## src/rtl/flr_pkg.sv

```systemverilog
`timescale 1ns / 1ps
package flr_pkg;

  localparam int unsigned SUM_W   = 48;
  localparam int unsigned FLUX_W  = 32;
  localparam int unsigned QP_W    = 31;
  localparam int unsigned MASS_W  = 32;
  localparam int unsigned NUM_W   = 64;
  localparam int unsigned RATIO_W = 17;
  localparam int unsigned STEP_W  = 5;

  // saturation limits of the two totals, kept as magnitudes
  localparam logic [SUM_W-1:0] NEG_SAT = 48'h8000_0000_0000;
  localparam logic [SUM_W-1:0] POS_SAT = 48'h7FFF_FFFF_FFFF;

  localparam logic [RATIO_W-1:0] ONE_Q16 = 17'h1_0000;
  localparam logic [STEP_W-1:0]  TOP_STEP = 5'd16;

  // one finished row handed from the front end to the back end
  typedef struct packed {
    logic [SUM_W-1:0]         neg_mag;
    logic [SUM_W-1:0]         pos_mag;
    logic signed [FLUX_W-1:0] qn;
    logic [QP_W-1:0]          qp;
    logic [MASS_W-1:0]        mass;
  } job_t;

  typedef struct packed {
    logic busy;
    logic pop;
  } back_stat_t;

endpackage

```

## src/rtl/flr_front.sv

```systemverilog
`timescale 1ns / 1ps
module flr_front
  import flr_pkg::*;
(
  input  logic                     clk_i,
  input  logic                     rst_ni,
  input  logic                     accept_i,
  input  logic signed [FLUX_W-1:0] flux_i,
  input  logic                     skip_i,
  input  logic                     none_i,
  input  logic                     last_i,
  input  logic signed [FLUX_W-1:0] bound_neg_i,
  input  logic [QP_W-1:0]          bound_pos_i,
  input  logic [MASS_W-1:0]        mass_i,
  output logic                     push_o,
  output job_t                     job_o
);

  logic [SUM_W-1:0] neg_q, neg_d, pos_q, pos_d;
  logic [SUM_W:0]   neg_sum, pos_sum;
  logic [FLUX_W-1:0] flux_abs;
  logic             use_entry;

  assign use_entry = accept_i && !skip_i && !none_i;
  assign flux_abs  = ~flux_i + FLUX_W'(1);
  assign neg_sum   = {1'b0, neg_q} + (SUM_W+1)'(flux_abs);
  assign pos_sum   = {1'b0, pos_q} + (SUM_W+1)'(flux_i[FLUX_W-2:0]);

  always_comb begin
    neg_d = neg_q;
    pos_d = pos_q;
    if (use_entry) begin
      if (flux_i[FLUX_W-1] || flux_i == '0) begin
        neg_d = (neg_sum > {1'b0, NEG_SAT}) ? NEG_SAT : neg_sum[SUM_W-1:0];
      end else begin
        pos_d = (pos_sum > {1'b0, POS_SAT}) ? POS_SAT : pos_sum[SUM_W-1:0];
      end
    end
  end

  assign push_o        = accept_i && last_i;
  assign job_o.neg_mag = neg_d;
  assign job_o.pos_mag = pos_d;
  assign job_o.qn      = bound_neg_i;
  assign job_o.qp      = bound_pos_i;
  assign job_o.mass    = mass_i;

  always_ff @(posedge clk_i or negedge rst_ni) begin
    if (!rst_ni) begin
      neg_q <= '0;
      pos_q <= '0;
    end else if (push_o) begin
      neg_q <= '0;
      pos_q <= '0;
    end else begin
      neg_q <= neg_d;
      pos_q <= pos_d;
    end
  end

endmodule

```

## config.mk

```make
export PLATFORM = sky130hd
export DESIGN_NAME = flr_front
export DESIGN_NICKNAME = d
export VERILOG_FILES = /design/src/rtl/flr_pkg.sv /design/src/rtl/flr_front.sv
export SDC_FILE = /design/constraint.sdc
export NUM_CORES = 1
export LEC_CHECK = 0
export BUFFER_PORTS_ARGS = -buffer_cell sky130_fd_sc_hd__buf_2
export CELL_PAD_IN_SITES_DETAIL_PLACEMENT = 1
export CELL_PAD_IN_SITES_GLOBAL_PLACEMENT = 2
export CORE_UTILIZATION = 30
export CTS_BUF_LIST = sky130_fd_sc_hd__clkbuf_8
export DETAILED_ROUTE_END_ITERATION = 6
export PLACE_DENSITY_LB_ADDON = 0.1
export SYNTH_ARGS = -nofsm -noshare
export SYNTH_HDL_FRONTEND = slang
export SYNTH_SLANG_ARGS = --single-unit
```

## constraint.sdc

```tcl
create_clock -name clk_i -period 17.17 [get_ports clk_i]
set_clock_uncertainty 0.15 [all_clocks]
set_input_delay 5.151 -clock clk_i [delete_from_list [all_inputs] [get_ports clk_i]]
set_output_delay 5.151 -clock clk_i [all_outputs]
set_load 0.02 [all_outputs]
```

Word level (Yosys, flattened, before mapping). Index checks and enable logic that the tools add are counted. Widths: inputs -> output; s select.

Bits in registers: 96. Bits of input ports: 133. Output and inout bits: 192. Word-level logic and storage cells: 23.

Add/subtract/negate cells: 3. Order comparisons: 2. Mux-type cells: 8. Bitwise operators: 1. Reductions and logical operators: 7.

Operator list (count): $mux 48 (8); $add 48x31->49 (1); $add 48x32->49 (1); $gt 49x47->1 const B (1); $gt 49x48->1 const B (1); $add 32x2->32 const B (1); $logic_not 32->1 (1); $not 32->32 (1); $logic_and 1x1->1 (3); $logic_not 1->1 (2); $logic_or 1x1->1 (1).

Longest topological paths before layout.
Word-level depth: 8. Gate-level depth with buffers: 25. Depth with buffers taken out: 21.

Worst setup path before layout. Ideal clock, no wire load.

Path type: input port to output port. From: input port flux_i[13]. To: output port job_o[145] (netlist bit). Arrival time: 10.743 ns. Required time: 11.869 ns. Path slack: 1.126 ns. Cell stages on the path: 21. Path buffers: 2. Cell sequence: or4_1 > or3_1 > or4_1 > or2_1 > nor3_1 > nand2b_1 > nor2_1 > xnor2_1 > ha_1 > clkbuf_1 > nand4_1 > nor2_1 > nand4_1 > o22ai_1 > a211oi_1 > o21a_1 > or4_1 > or4_1 > o31a_1 > buf_6 > a211oi_1.

RTL lines: start, declared (line flr_front.sv:8) `input logic signed [FLUX_W-1:0] flux_i,`; end, declared (line flr_front.sv:16) `output job_t job_o`.

==> results.md <==
* Status: completed
* Initial Utilization at 30.70%
* Share of synthesized registers carrying an async set or reset at 100.0%
* Clk pwr share at 25.1%
* VDD IR-drop max at 0.03579 mV
* Die Span Y at 187.7 µm
* Post-Syn Area at 10350 µm²
* Worst path required time at 11.87 ns
* Critical Path End Type: output port
* Post-CTS setup buffer count at 0
* Root buf cell: clkbuf_8
* Reg2reg start: pos_q[0]$_DFF_PN0_
* Pre-antenna DRT Iters at 5
* Vias after detailed routing at 9786
* Num Clock Sinks at 96
* First-pass GRT wire length at 60700 µm
* Largest net degree at the start of global routing at 73
* Number of flops mapped to enable cells by yosys at 0
* Post-Syn Nets at 1549
* Buffer and inverter count on the worst path at 3
* Min cycle time layout at 16.70 ns
* Most frequently used flop master after synthesis: dfrtp_1
* Total track usage at 22.15%
* Setup TNS at 0 ns
* Drt wl/cell at ~21 µm
* Sequential share of power at 34.3%
* HP Class: reg -> reg
* WP depth at 21
* Post-DR vias/cell at 5.479
* Routed wire length at 38340 µm
* Worst Path Max Fanout at 34
* Worst R2R Setup Slack at approximately 12 ns
* Post-route ant nets at 0
* YS warnings at 0
* Final core occ at 32.40%
* CTS Buffer Depth at 2
* Placement Cell Area at approximately 11000 µm²
* DR iter-0 viols at 534
* Synth-to-Final Area Change at 5.539%
* Layout cell share with drive strength beyond 1 at between 10% and 20%
* CTS clk-pin slew, worst paths at 0.11 ns
* Net Sw Frac at between 40% and 50%
* Worst-path cell chain: buf_2, or4_1, or3_1, or4_1, or2_1, nor3_2, xnor2_1, ha_1, a21o_1, a21o_1, a21oi_1, o41ai_2, a211oi_2, o21a_1, nor4b_1, o32ai_1, or4_1, o31a_2, buf_4, a211oi_1, buf_2
* Inst Count DP at 1769
* # setup viols final at 0
* Post-synth cell types at 73
* Register area share after synthesis at 23.22%
* Cell family with most CP delay: simple AND/OR/NAND/NOR gates
* Ports at 325
* GR Overflow Total at 0
* CP arrival at 11.39 ns
* Net Sw Power at 0.3020 mW
* TritonCTS clock tree: done
* Internal at 0.4224 mW
* RSZ-0062 raised after global routing: no
* Clock Latency Late Sink at roughly 0.43 ns
* Top cell by count, worst path: or4_1
* Worst Tran Pin Value at 0.8688 ns
* Cells after Synth at 1350
* Final count of pins violating max slew at 0
* Fmax at ~0.06 GHz
* Die W at 187.7 µm
* End of the worst hold path: pos_q[46]$_DFF_PN0_
* Post-Layout Cell Count at 1786
* DIE AREA at between 30000 and 40000 µm²
* FF-to-FF path depth at 14
* Critical-path top delay cell: or4_1
* Post-route DRC at 0
* Initial antenna violation count at 1
* Hold Vio Cnt, Final at 0
* Period utilization at between 90% and 100%
* Vias in the first global route at about 10000
* Final total power at 0.7244 mW
* Hold_sp: pos_q[46]$_DFF_PN0_
* Relative slew slack at 40.58%
* Buffers on Ports at approximately 130
* Non-Filler Cell Area, Final at roughly 11000 µm²
* CP max stage delay at 0.59 ns
* Leakage at 4.867 nW
* Kind of critical path: in -> out
* Post-DP HPWL at 29630 µm
* Area of the core at roughly 34000 µm²
* Final nets at 1531
* Gate power share at ~41%
* Hold-fix buffers at CTS at 0
* # rows at 67
* Seq cells post-synth at 96
* Num CTS Buffers at 9
* Placer Congestion at 0.8711
* Cell Pwr Density at 66.34 nW/µm²
* R2R Path End: pos_q[39]$_DFF_PN0_
* Htree depth at 3
* Max-Cap Viols at 0
* Synth Area per Inst at ~7.7 µm²
* CP Launch Type: input port
* Min-Delay Path Depth at 1
-- how the worst max path moves through the flow --
stage	to	from	slack [ns]
after floorplan	job_o[145]	flux_i[13]	1.13
after global placement	job_o[157]	flux_i[13]	-0.34
after detailed placement	job_o[157]	flux_i[13]	-0.28
after CTS	job_o[157]	flux_i[13]	0.07
after global routing	job_o[145]	flux_i[13]	0.02
final	job_o[145]	flux_i[13]	0.47
-- cell usage in the layout, fill, tap and decap left out, types with 45 or more instances in the layout --
cell,Yosys,final
ha_1,64,63
and2_1,57,56
xnor2_1,61,61
nor2_1,130,130
o21ai_0,46,46
nor3_1,46,45
a21oi_1,125,124
nand2_1,139,139
buf_2,16,133
dfrtp_1,96,96
-- per-stage QoR --
| stage | hold slack, ns | setup slack [ns] |
|---|---|---|
| 3_5_place_dp | 0.3718 | -0.2768 |
| 3_3_place_gp | 0.3728 | -0.3385 |
| 6_report | 0.3990 | 0.4749 |
| 2_1_floorplan | 0.3343 | 1.126 |
| 4_1_cts | 0.3931 | 0.07467 |
| 5_1_grt | 0.4280 | 0.02247 |
-- kinds of logic after synthesis --
group                    count (synthesis)  synth area share (%)
buffers and inverters                  187                 10.68
adder cells (fa/ha/maj)                 66                 8.127
multiplexers                             8                0.8103
XOR/XNOR                               100                 8.465
AO/OA/AOI/OAI                          394                 25.48
flip-flops                              96                 23.22
AND/OR/NAND/NOR                        499                 23.22
-- cells in the mapped netlist, drive strengths merged (6+ instances only) --
cell type | count | area (µm²)
dfrtp | 96 | 2402
nor3 | 46 | 230.2
nor2 | 130 | 488.0
a2111oi | 6 | 90.08
and3 | 20 | 125.1
nand3 | 29 | 145.1
o21bai | 9 | 67.56
nand2b | 8 | 50.05
a311oi | 7 | 61.31
buf | 118 | 845.8
or4 | 8 | 63.81
and2 | 58 | 362.8
o211ai | 9 | 67.56
o21ai | 51 | 259.0
nor4 | 19 | 133.9
xor2 | 39 | 341.6
nor2b | 6 | 37.54
clkbuf | 55 | 206.5
a21o | 40 | 300.3
xnor2 | 61 | 534.3
or3 | 6 | 37.54
inv | 14 | 52.55
a31oi | 38 | 237.7
nand4 | 17 | 106.4
nand2 | 139 | 521.8
a21oi | 128 | 651.9
o21a | 16 | 120.1
ha | 64 | 800.8
a211oi | 41 | 322.8
-- cell type report --
cell class              count  area [µm²]
clock inverters             7       96.34
clock buffers               9       123.9
diodes                      1       2.502
multi-input cells        1067        6929
inverters                  14       52.55
fillers                  4193       22780
flip-flops and latches     96        2402
well taps                 448       560.5
repair buffers            144       752.0
-- repair_timing --
action	CTS	global route
endpoints found under the setup margin	43	43
resized for setup	2	11
cloned	0	0
-- power by group through the flow --
stage,Combinational [mW],Clock [mW],Sequential (mW)
final,0.294,0.182,0.249
after floorplan,0.230,0,0.249
after global routing,0.325,0.198,0.250
after detailed placement,0.290,0,0.253
after CTS,0.293,0.192,0.249
after global placement,0.291,0,0.253
-- per-layer routing --
layer / track usage [%] / share of wire, %
met5: 0 / 0
met4: 6.410 / 1.8
met3: 3.481 / 3.7
met2: 35.43 / 46
met1: 30.61 / 48
-- state kept, by name, indices dropped and copies added (netlist names) --
register,count
pos_q,48
neg_q,48
No activity file was read; power rests on OpenSTA's default activity.
