## config.mk

```make
export PLATFORM = sky130hd
export DESIGN_NAME = flr_queue
export DESIGN_NICKNAME = d
export VERILOG_FILES = /design/src/rtl/flr_pkg.sv /design/src/rtl/flr_queue.sv
export SDC_FILE = /design/constraint.sdc
export NUM_CORES = 1
export LEC_CHECK = 0
export BUFFER_PORTS_ARGS = -buffer_cell sky130_fd_sc_hd__buf_4
export CORE_ASPECT_RATIO = 1.25
export CORE_MARGIN = 2
export CORE_UTILIZATION = 57
export CTS_CLUSTER_SIZE = 16
export DETAILED_ROUTE_END_ITERATION = 6
export PLACE_DENSITY = 0.79
export SETUP_SLACK_MARGIN = 0.3
export SLEW_MARGIN = 20
export SYNTH_ARGS = -nofsm -noshare
export SYNTH_HDL_FRONTEND = slang
export SYNTH_SLANG_ARGS = --single-unit
```

## constraint.sdc

```tcl
create_clock -name clk_i -period 6.2 [get_ports clk_i]
set_input_delay 0.31 -clock clk_i [delete_from_list [all_inputs] [get_ports clk_i]]
set_output_delay 0.31 -clock clk_i [all_outputs]
set_load 0.02 [all_outputs]
```

## src/rtl/flr_pkg.sv

```systemverilog
`timescale 1ns / 1ps
package flr_pkg;

  localparam int unsigned SUM_W   = 48;
  localparam int unsigned FLUX_W  = 32;
  localparam int unsigned QP_W    = 31;
  localparam int unsigned MASS_W  = 32;
  localparam int unsigned NUM_W   = 64;
  localparam int unsigned RATIO_W = 17;
  localparam int unsigned STEP_W  = 5;

  // saturation limits of the two totals, kept as magnitudes
  localparam logic [SUM_W-1:0] NEG_SAT = 48'h8000_0000_0000;
  localparam logic [SUM_W-1:0] POS_SAT = 48'h7FFF_FFFF_FFFF;

  localparam logic [RATIO_W-1:0] ONE_Q16 = 17'h1_0000;
  localparam logic [STEP_W-1:0]  TOP_STEP = 5'd16;

  // one finished row handed from the front end to the back end
  typedef struct packed {
    logic [SUM_W-1:0]         neg_mag;
    logic [SUM_W-1:0]         pos_mag;
    logic signed [FLUX_W-1:0] qn;
    logic [QP_W-1:0]          qp;
    logic [MASS_W-1:0]        mass;
  } job_t;

  typedef struct packed {
    logic busy;
    logic pop;
  } back_stat_t;

endpackage

```

## src/rtl/flr_queue.sv

```systemverilog
`timescale 1ns / 1ps
module flr_queue
  import flr_pkg::*;
#(
  parameter int unsigned DEPTH = 4
) (
  input  logic clk_i,
  input  logic rst_ni,
  input  logic push_i,
  input  job_t job_i,
  input  logic pop_i,
  output job_t job_o,
  output logic full_o,
  output logic empty_o
);

  localparam int unsigned PTR_W = (DEPTH > 1) ? $clog2(DEPTH) : 1;
  localparam int unsigned CNT_W = $clog2(DEPTH + 1);
  localparam logic [PTR_W-1:0] LAST_PTR = PTR_W'(DEPTH - 1);

  job_t             mem_q [DEPTH];
  logic [PTR_W-1:0] wr_q, rd_q;
  logic [CNT_W-1:0] cnt_q;

  assign full_o  = cnt_q == CNT_W'(DEPTH);
  assign empty_o = cnt_q == '0;
  assign job_o   = mem_q[rd_q];

  always_ff @(posedge clk_i) begin
    if (push_i) begin
      mem_q[wr_q] <= job_i;
    end
  end

  always_ff @(posedge clk_i or negedge rst_ni) begin
    if (!rst_ni) begin
      wr_q  <= '0;
      rd_q  <= '0;
      cnt_q <= '0;
    end else begin
      if (push_i) begin
        wr_q <= (wr_q == LAST_PTR) ? '0 : wr_q + PTR_W'(1);
      end
      if (pop_i) begin
        rd_q <= (rd_q == LAST_PTR) ? '0 : rd_q + PTR_W'(1);
      end
      if (push_i && !pop_i) begin
        cnt_q <= cnt_q + CNT_W'(1);
      end else if (pop_i && !push_i) begin
        cnt_q <= cnt_q - CNT_W'(1);
      end
    end
  end

endmodule

```

**Word-level counts from Yosys, hierarchy flattened**

Memories as Yosys holds them, arrays and structs flattened.
Cells that the tools add are included.

- Muxes and demuxes: 6
- Eq/ne operators: 3
- Add/sub/neg operators: 4
- Reductions and logical operators: 6

Operators with widths:

| cell | count |
|---|---|
| 3-bit two-way mux | 2 |
| 2-bit by 1-bit adder with 2-bit output (second input constant) | 2 |
| 2-bit equality test (second input constant) | 2 |
| 2-bit two-way mux | 2 |
| 3-bit by 1-bit adder with 3-bit output (second input constant) | 1 |
| 3-bit equality test (second input constant) | 1 |
| 3-bit zero test | 1 |
| 3-bit by 1-bit subtractor with 3-bit output (second input constant) | 1 |
| 1-bit logical AND | 2 |
| 1-bit zero test | 2 |
| 1-bit two-way mux | 2 |
| 2-bit nonzero test | 1 |

- Logic and storage cells: 23
- Input port bits: 195
- Memories: 1
- Output and inout bits: 193
- Register bits: 7
- RAM bits: 764

Memory list:

| name | words | width | rd ports | clocked after Yosys merged registers in | write ports | RTL line | text |
|---|---|---|---|---|---|---|---|
| mem_q | 4 | 191 | 1 | 0 | 1 | flr_queue.sv:21 | `job_t mem_q [DEPTH];` |

**Depth between registers and ports, before layout**

Gate-level depths: netlist (run 1).

- Word-level depth: 4
- Mapped depth: 7
- Mapped depth without buffers: 7

**Worst setup path after synthesis (run 1)**

No wires, ideal clock.

- Kind: register to register
- Start point: reg wr_q[0]
- End point: mem mem_q[2][0] (netlist bit) (enable)
- Stages on the path, launching flop included: 4
- Required time: 5.626 ns
- Slack: 0.655 ns
- Arrival: 4.971 ns
- Setup time: 0.574 ns
- Buffers on the path: 0
- Period minus slack after synthesis: 5.545 ns
- Path through: dfrtp_1 > inv_1 > ha_1 > and2_1

RTL lines:

| element | RTL line | text |
|---|---|---|
| from (decl) | flr_queue.sv:22 | `logic [PTR_W-1:0] wr_q, rd_q;` |
| from (signal assigned) | flr_queue.sv:42 | `wr_q <= (wr_q == LAST_PTR) ? '0 : wr_q + PTR_W'(1);` |
| to (decl) | flr_queue.sv:21 |  |

No word-level cell before the write port.

==> results.md, run 1 <==
* Nets at 1,861
* Slowest stage delay, CP at 740 ps
* Post-DP Area at 31,560 µm²
* Unrepaired setup endpoints after global routing: no
* Complex-gate fraction of the synthesized area at 0.03578%
* Via/cell ratio at 5.678
* Fin Setup TNS at 0 ps
* Syn nets at 1,237
* Slew Viols, Final at 0
* Crit-path max FO at 87
* Post-route cell area at 35,820 µm²
* Final Hold Viols at 0
* H-tree levels at 3
* Static Leak at 0.01231 µW
* Crit. End Element: primary output
* Peak supply drop at 0.5325 mV
* Initial Utilization at 57.77%
* Post-CTS resize count at 0
* Synth Area in Simple Gates at 0.2013%
* Worst setup path class: reg -> out
* Setup-failing EPs final at 0
* Antenna Nets Post-Route at 0
* Wire per inst at 25.72 µm
* Gr usage total at 24.35%
* Vias in the first global route at 14,620
* Die area at 50,870 µm²
* CTS tree: built
* WL final at 60.70 mm
* First-pass DRT Iterations at 6
* Seq cells post-synth at 771
* YS warnings at 0
* Max-Slew Margin vs Limit at 33.94%
* Placer Congestion at 0.7375
* DRC at 0
* Count of clock tree sinks at 771
* Cells along the critical path: buf_12, mux4_2, buf_4
* Hold WC Path Type: in -> async
* Register area share after synthesis at 82.64%
* Syn Inst Count at 1,035
* CP startpoint kind: register
* Reg area at 23,120 µm²
* Largest family of logic cells by synthesized area: multiplexers
* CP top delay family: flip-flops
* Post-synthesis mux area share at 15.50%
* # rows at 90
* Netlist cell types at 20
* Fillers at 2,595
* Least-Margin Pin Slew at 990.8 ps
* Reg-to-reg slack, setup at 3680 ps
* Port buffer count at 387
* Number of I/O pins at 388
* DR vias at 13,400
* CTS buffer count at 72
* Worst Skew at 22.82 ps
* Gr ovfl total at 0
* Syn Std Cell Area at 27,970 µm²
* WP data arrival at 2910 ps
* PwrDens at 471.3 nW/µm²
* Max cap viols at 0
* Final period util at 51.92%
* Die Width at 202.1 µm
* CORE AREA at 48,420 µm²
* DP Wirelength at 31.76 mm
* Max Clock Freq at 310.7 MHz
* Adder-Cell Fraction of Synth Area at 0.3399%
* Clock Path Buffers at 3
* Die Span Y at 251.7 µm
* Synth-to-layout area growth at 28.06%
* Min cycle time layout at 3219 ps
* Layout cells sized above 1 at 40.84%
* Largest net degree at the start of global routing at 105
* Footprint of the multi-input gates at 4533 µm²
* DR iter-0 viols at 1,033
* First-pass GRT wire length at 90.59 mm
* Status: finished, final reports clean
* Syn avg cell area at 27.03 µm²
* Root Driver: clkbuf_16
* Slowest cell on the critical path: dfrtp_4
* Initial antenna violation count at 5
* Clock Latency Late Sink at 600 ps
* Post-Synth XOR/XNOR Area at 0.09393%
* Worst path required time at 5890 ps
* Buf/Inv on CP at 2
* CTS clock-pin slew for the worst setup and hold paths at 60 ps
final timing paths:
check,cells after the start,to,start
setup / recovery,3,job_o[119],rd_q[0]
hold / removal,2,wr_q[0],rst_ni
setup reg to reg,3,mem_q[3][43],wr_q[0]
hold reg to reg,1,cnt_q[2],cnt_q[2]
max in group asynchronous,2,rd_q[1],rst_ni
min in group clk_i,2,mem_q[2][36],job_i[36]
final cells by class:
| cell class | instances | share of cell area, % |
|---|---|---|
| clock inverters | 42 | 1.097 |
| repair buffers | 593 | 14.03 |
| diodes | 2 | 0.01397 |
| well taps | 644 | 2.249 |
| multi-input cells | 217 | 12.65 |
| inverters | 4 | 0.04191 |
| flip-flops and latches | 771 | 64.55 |
| clock buffers | 87 | 5.365 |
repair_timing:
item | CTS | global route
hold buffers | 194 | 0
hold endpoints to repair | 775 | 0
setup buffers | 0 | 0
metal layers:
layer  GRT usage (%)  share of wire (%)  vias up
met5               0              0.068        -
met4           9.969                3.3        6
met3           6.110                7.8      115
met2           41.60                 53      597
met1           30.11                 36     6940
li1                -                  -     5742
per-stage QoR:
step           utilization (%)  total power (µW)  setup WS [ps]  hold WS [ps]  std cells
2_1_floorplan                -             10600          655.0         14.41       1035
3_3_place_gp             65.18             12430           3574         126.3       2035
3_5_place_dp             65.18             12510           3591         129.5       2035
4_1_cts                  73.97             16950           2931         43.61       2358
5_1_grt                  73.98             17490           2778         71.43       2360
6_report                 73.98             16880           2981         88.41       2360
flip-flops by register name, summed over array words and instances (netlist names):
| signal | cells |
|---|---|
| mem_q | 764 |
| rd_q | 2 |
| cnt_q | 3 |
| wr_q | 2 |
cell usage after synthesis:
library cell	n	area (µm²)
and2_1	4	25.02
buf_1	7	26.28
buf_2	5	25.02
buf_4	2	15.01
buf_6	19	214.0
clkbuf_1	10	37.54
dfrtp_1	7	175.2
edfxtp_1	764	22940
fa_1	1	20.02
ha_1	6	75.07
inv_1	4	15.01
mux2_2	3	33.78
mux4_2	191	4302
nand2_1	2	7.510
nor2_1	3	11.26
nor3_1	1	5.000
nor3b_1	1	7.510
o21ai_0	2	10.01
xnor2_1	1	8.760
xor2_1	2	17.52
power by group:
part | internal, µW | switching, µW | total (µW)
clock | 2510 | 1820 | 4330
combinational | 2480 | 3070 | 5540
sequential | 6690 | 321 | 7010
total | 11700 | 5210 | 16900
placed cells by master (no fill, tap or decap), types with 5 or more instances in the layout:
cell	netlist	final
buf_4	2	392
bufinv_16	0	7
clkbuf_1	10	12
edfxtp_1	764	764
mux4_2	191	191
clkinv_1	0	16
ha_1	6	6
dfrtp_1	7	5
clkinv_2	0	11
clkbuf_16	0	75
dlygate4sd3_1	0	194
buf_12	0	7
logic make-up after synthesis:
group | Yosys count
buf+inv | 47
simple gates | 11
mux | 194
flops | 771
xor+xnor | 3
fa+ha+maj | 7
compound gates | 2
(Power assumes the default switching activity.)
==> inputs of run 2 (changes only) <==
==> constraint.sdc (replaced) <==
create_clock -name clk_i -period 3.3 [get_ports clk_i]
set_input_delay 0.165 -clock clk_i [delete_from_list [all_inputs] [get_ports clk_i]]
set_output_delay 0.165 -clock clk_i [all_outputs]
set_load 0.02 [all_outputs]
==> results.md, run 2 (synthesized netlist as in run 1, its figures left out) <==
* CTS tree: built
* Sw frac at 30.95% (+0.069 points)
* WP data arrival at 2680 ps (-230 ps)
* Post-DP Area at 31,880 µm² (+1.0%)
* Placer Congestion at 0.7362 (-0.18%)
* Die Width at 202.1 µm (unchanged)
* Min cycle time layout at 2841 ps
* Wire per inst at 25.27 µm (-1.7%)
* Crit. End Element: primary output
* Worst R2R Path Depth at 4 (+1)
* WL final at 60.42 mm (-0.46%)
* Clock Path Buffers at 3 (unchanged)
* Reg2reg start: wr_q[0]
* DR vias at 13,520 (+0.91%)
* Worst setup path class: reg -> out
* Nets at 1,885 (+1.3%)
* Max cap viols at 0 (unchanged)
* Setup-failing EPs final at 0 (unchanged)
* Port buffer count at 387 (unchanged)
* Least-Margin Pin Slew at 743.0 ps (-247.8 ps)
* PwrDens at 879.4 nW/µm² (+87%)
* Layout cells sized above 1 at 41.55% (+0.71 points)
* Static Leak at 0.01244 µW (+1.0%)
* Slew Viols, Final at 0 (unchanged)
* Critical path's most frequent cell: buf_12
* Commonest non-fill, non-tap cell in the layout: edfxtp_1
* Count of clock tree sinks at 771 (unchanged)
* Most frequent cells in the layout: 764 x edfxtp_1, 405 x buf_4, 195 x dlygate4sd3_1
* Setup Buffers After CTS at 0 (unchanged)
* Slowest stage delay, CP at 690 ps (-50 ps)
* Post-route cell area at 36,070 µm² (+0.70%)
* Final Hold Viols at 0 (unchanged)
* Unrepaired setup endpoints after global routing: no
* Vias in the first global route at 14,810 (+1.3%)
* Reg power frac at 41.3% (-0.2 points)
* Crit path depth at 4 (+1)
* Worst path required time at 3130 ps (-2760 ps)
* CP top delay family: buffers and inverters
* Status: finished, final reports clean
* CTS buffer count at 71 (-1.4%)
* DRC at 0 (unchanged)
* Peak supply drop at 0.7076 mV (+33%)
* Post-CTS resize count at 0 (unchanged)
* Via/cell ratio at 5.655 (-0.40%)
* Antenna Nets Post-Route at 0 (unchanged)
* Hold WC Path Type: in -> reg
* Switching power at 9820 µW (+88%)
* Most flops, register: mem_q
* Biggest registers after layout: mem_q (764), cnt_q (3)
* Hold depth at 2
* Die Span Y at 251.7 µm (unchanged)
* H-tree levels at 3 (unchanged)
* Hold slack final at 307.6 ps (+219.2 ps)
* Largest register FFs at 764 (unchanged)
* Comb pwr share at 33.8% (+1.0 points)
* Number of I/O pins at 388 (unchanged)
* First-pass DRT Iterations at 5 (-1)
* Buf/Inv on CP at 3 (+1)
* Clock power frac at 24.9% (-0.8 points)
* CTS clock-pin slew for the worst setup and hold paths at 70 ps (about the same)
* Fin Setup TNS at 0 ps (unchanged)
* Largest net degree at the start of global routing at 82 (-22%)
* Internal power at 21,900 µW (+88%)
* Cells along the critical path: buf_12, buf_12, mux4_2, buf_4
* Initial antenna violation count at 7 (+2)
* Slowest cell on the critical path: dfrtp_4
* Gr ovfl total at 0 (unchanged)
* Worst Skew at 20.55 ps (-2.267 ps)
* Die area at 50,870 µm² (unchanged)
* Final core utilization at 74.50% (+0.52 points)
* Clock Latency Late Sink at 590 ps (about the same)
* CORE AREA at 48,420 µm² (unchanged)
* Hold_buf cts at 195 (+0.52%)
* Final period util at 86.09%
* DR iter-0 viols at 1,014 (-1.8%)
* Crit-path max FO at 26 (-70%)
* First-pass GRT wire length at 90.60 mm (about the same)
* Critical Path Start: rd_q[0]
* Synth-to-layout area growth at 28.96%
* CP startpoint kind: register
* Total power at 31,730 µW (+88%)
* Initial Utilization at 57.77% (unchanged)
* Gr usage total at 24.15% (-0.20 points)
* Max-Slew Margin vs Limit at 50.47% (+17 points)
* # rows at 90 (unchanged)
* DP Wirelength at 33.96 mm (+6.9%)
* Root Driver: clkbuf_16
* Max Clock Freq at 352.0 MHz
* Worst min-delay path startpoint: job_i[166]
[run 2: final timing paths]
kind,to,slack [ps]
hold reg to reg,cnt_q[2],500
min in group asynchronous,rd_q[0],600
setup reg to reg,mem_q[0][80],1240
max in group asynchronous,rd_q[1],2420
setup / recovery,job_o[95],460
hold / removal,mem_q[0][166],310
[run 2: cell type report]
type / count / area [µm²]
Fill cell: 2564 / 12350
Antenna cell: 7 / 17.52
Timing Repair Buffer: 618 / 5353
Tap cell: 644 / 805.8
Sequential cell: 771 / 23120
Clock inverter: 38 / 327.8
Clock buffer: 92 / 1898
Multi-Input combinational cell: 217 / 4533
Inverter: 4 / 15.01
[run 2: metrics by stage]
step	cells	setup WS, ps
6_report	2391	459.0
5_1_grt	2390	305.6
4_1_cts	2384	405.2
3_5_place_dp	2059	1064
3_3_place_gp	2059	1079
2_1_floorplan	1035	890.4
[run 2: power by group through the flow]
stage	Clock [µW]	Combinational, µW	Sequential [µW]
floorplan	0	6650	13000
global placement	0	10500	13100
detailed placement	0	10600	13300
CTS	8020	10800	13100
global route	8390	11300	13200
finish	7900	10700	13100
[run 2: layer usage]
| layer | GRT usage [%] | vias to the layer above | part of all wire [%] |
|---|---|---|---|
| met5 | 0 | - | 0.018 |
| met4 | 9.802 | 2 | 3.3 |
| met3 | 6.355 | 103 | 7.5 |
| met2 | 41.80 | 530 | 53 |
| met1 | 29.14 | 7089 | 36 |
| li1 | - | 5798 | - |
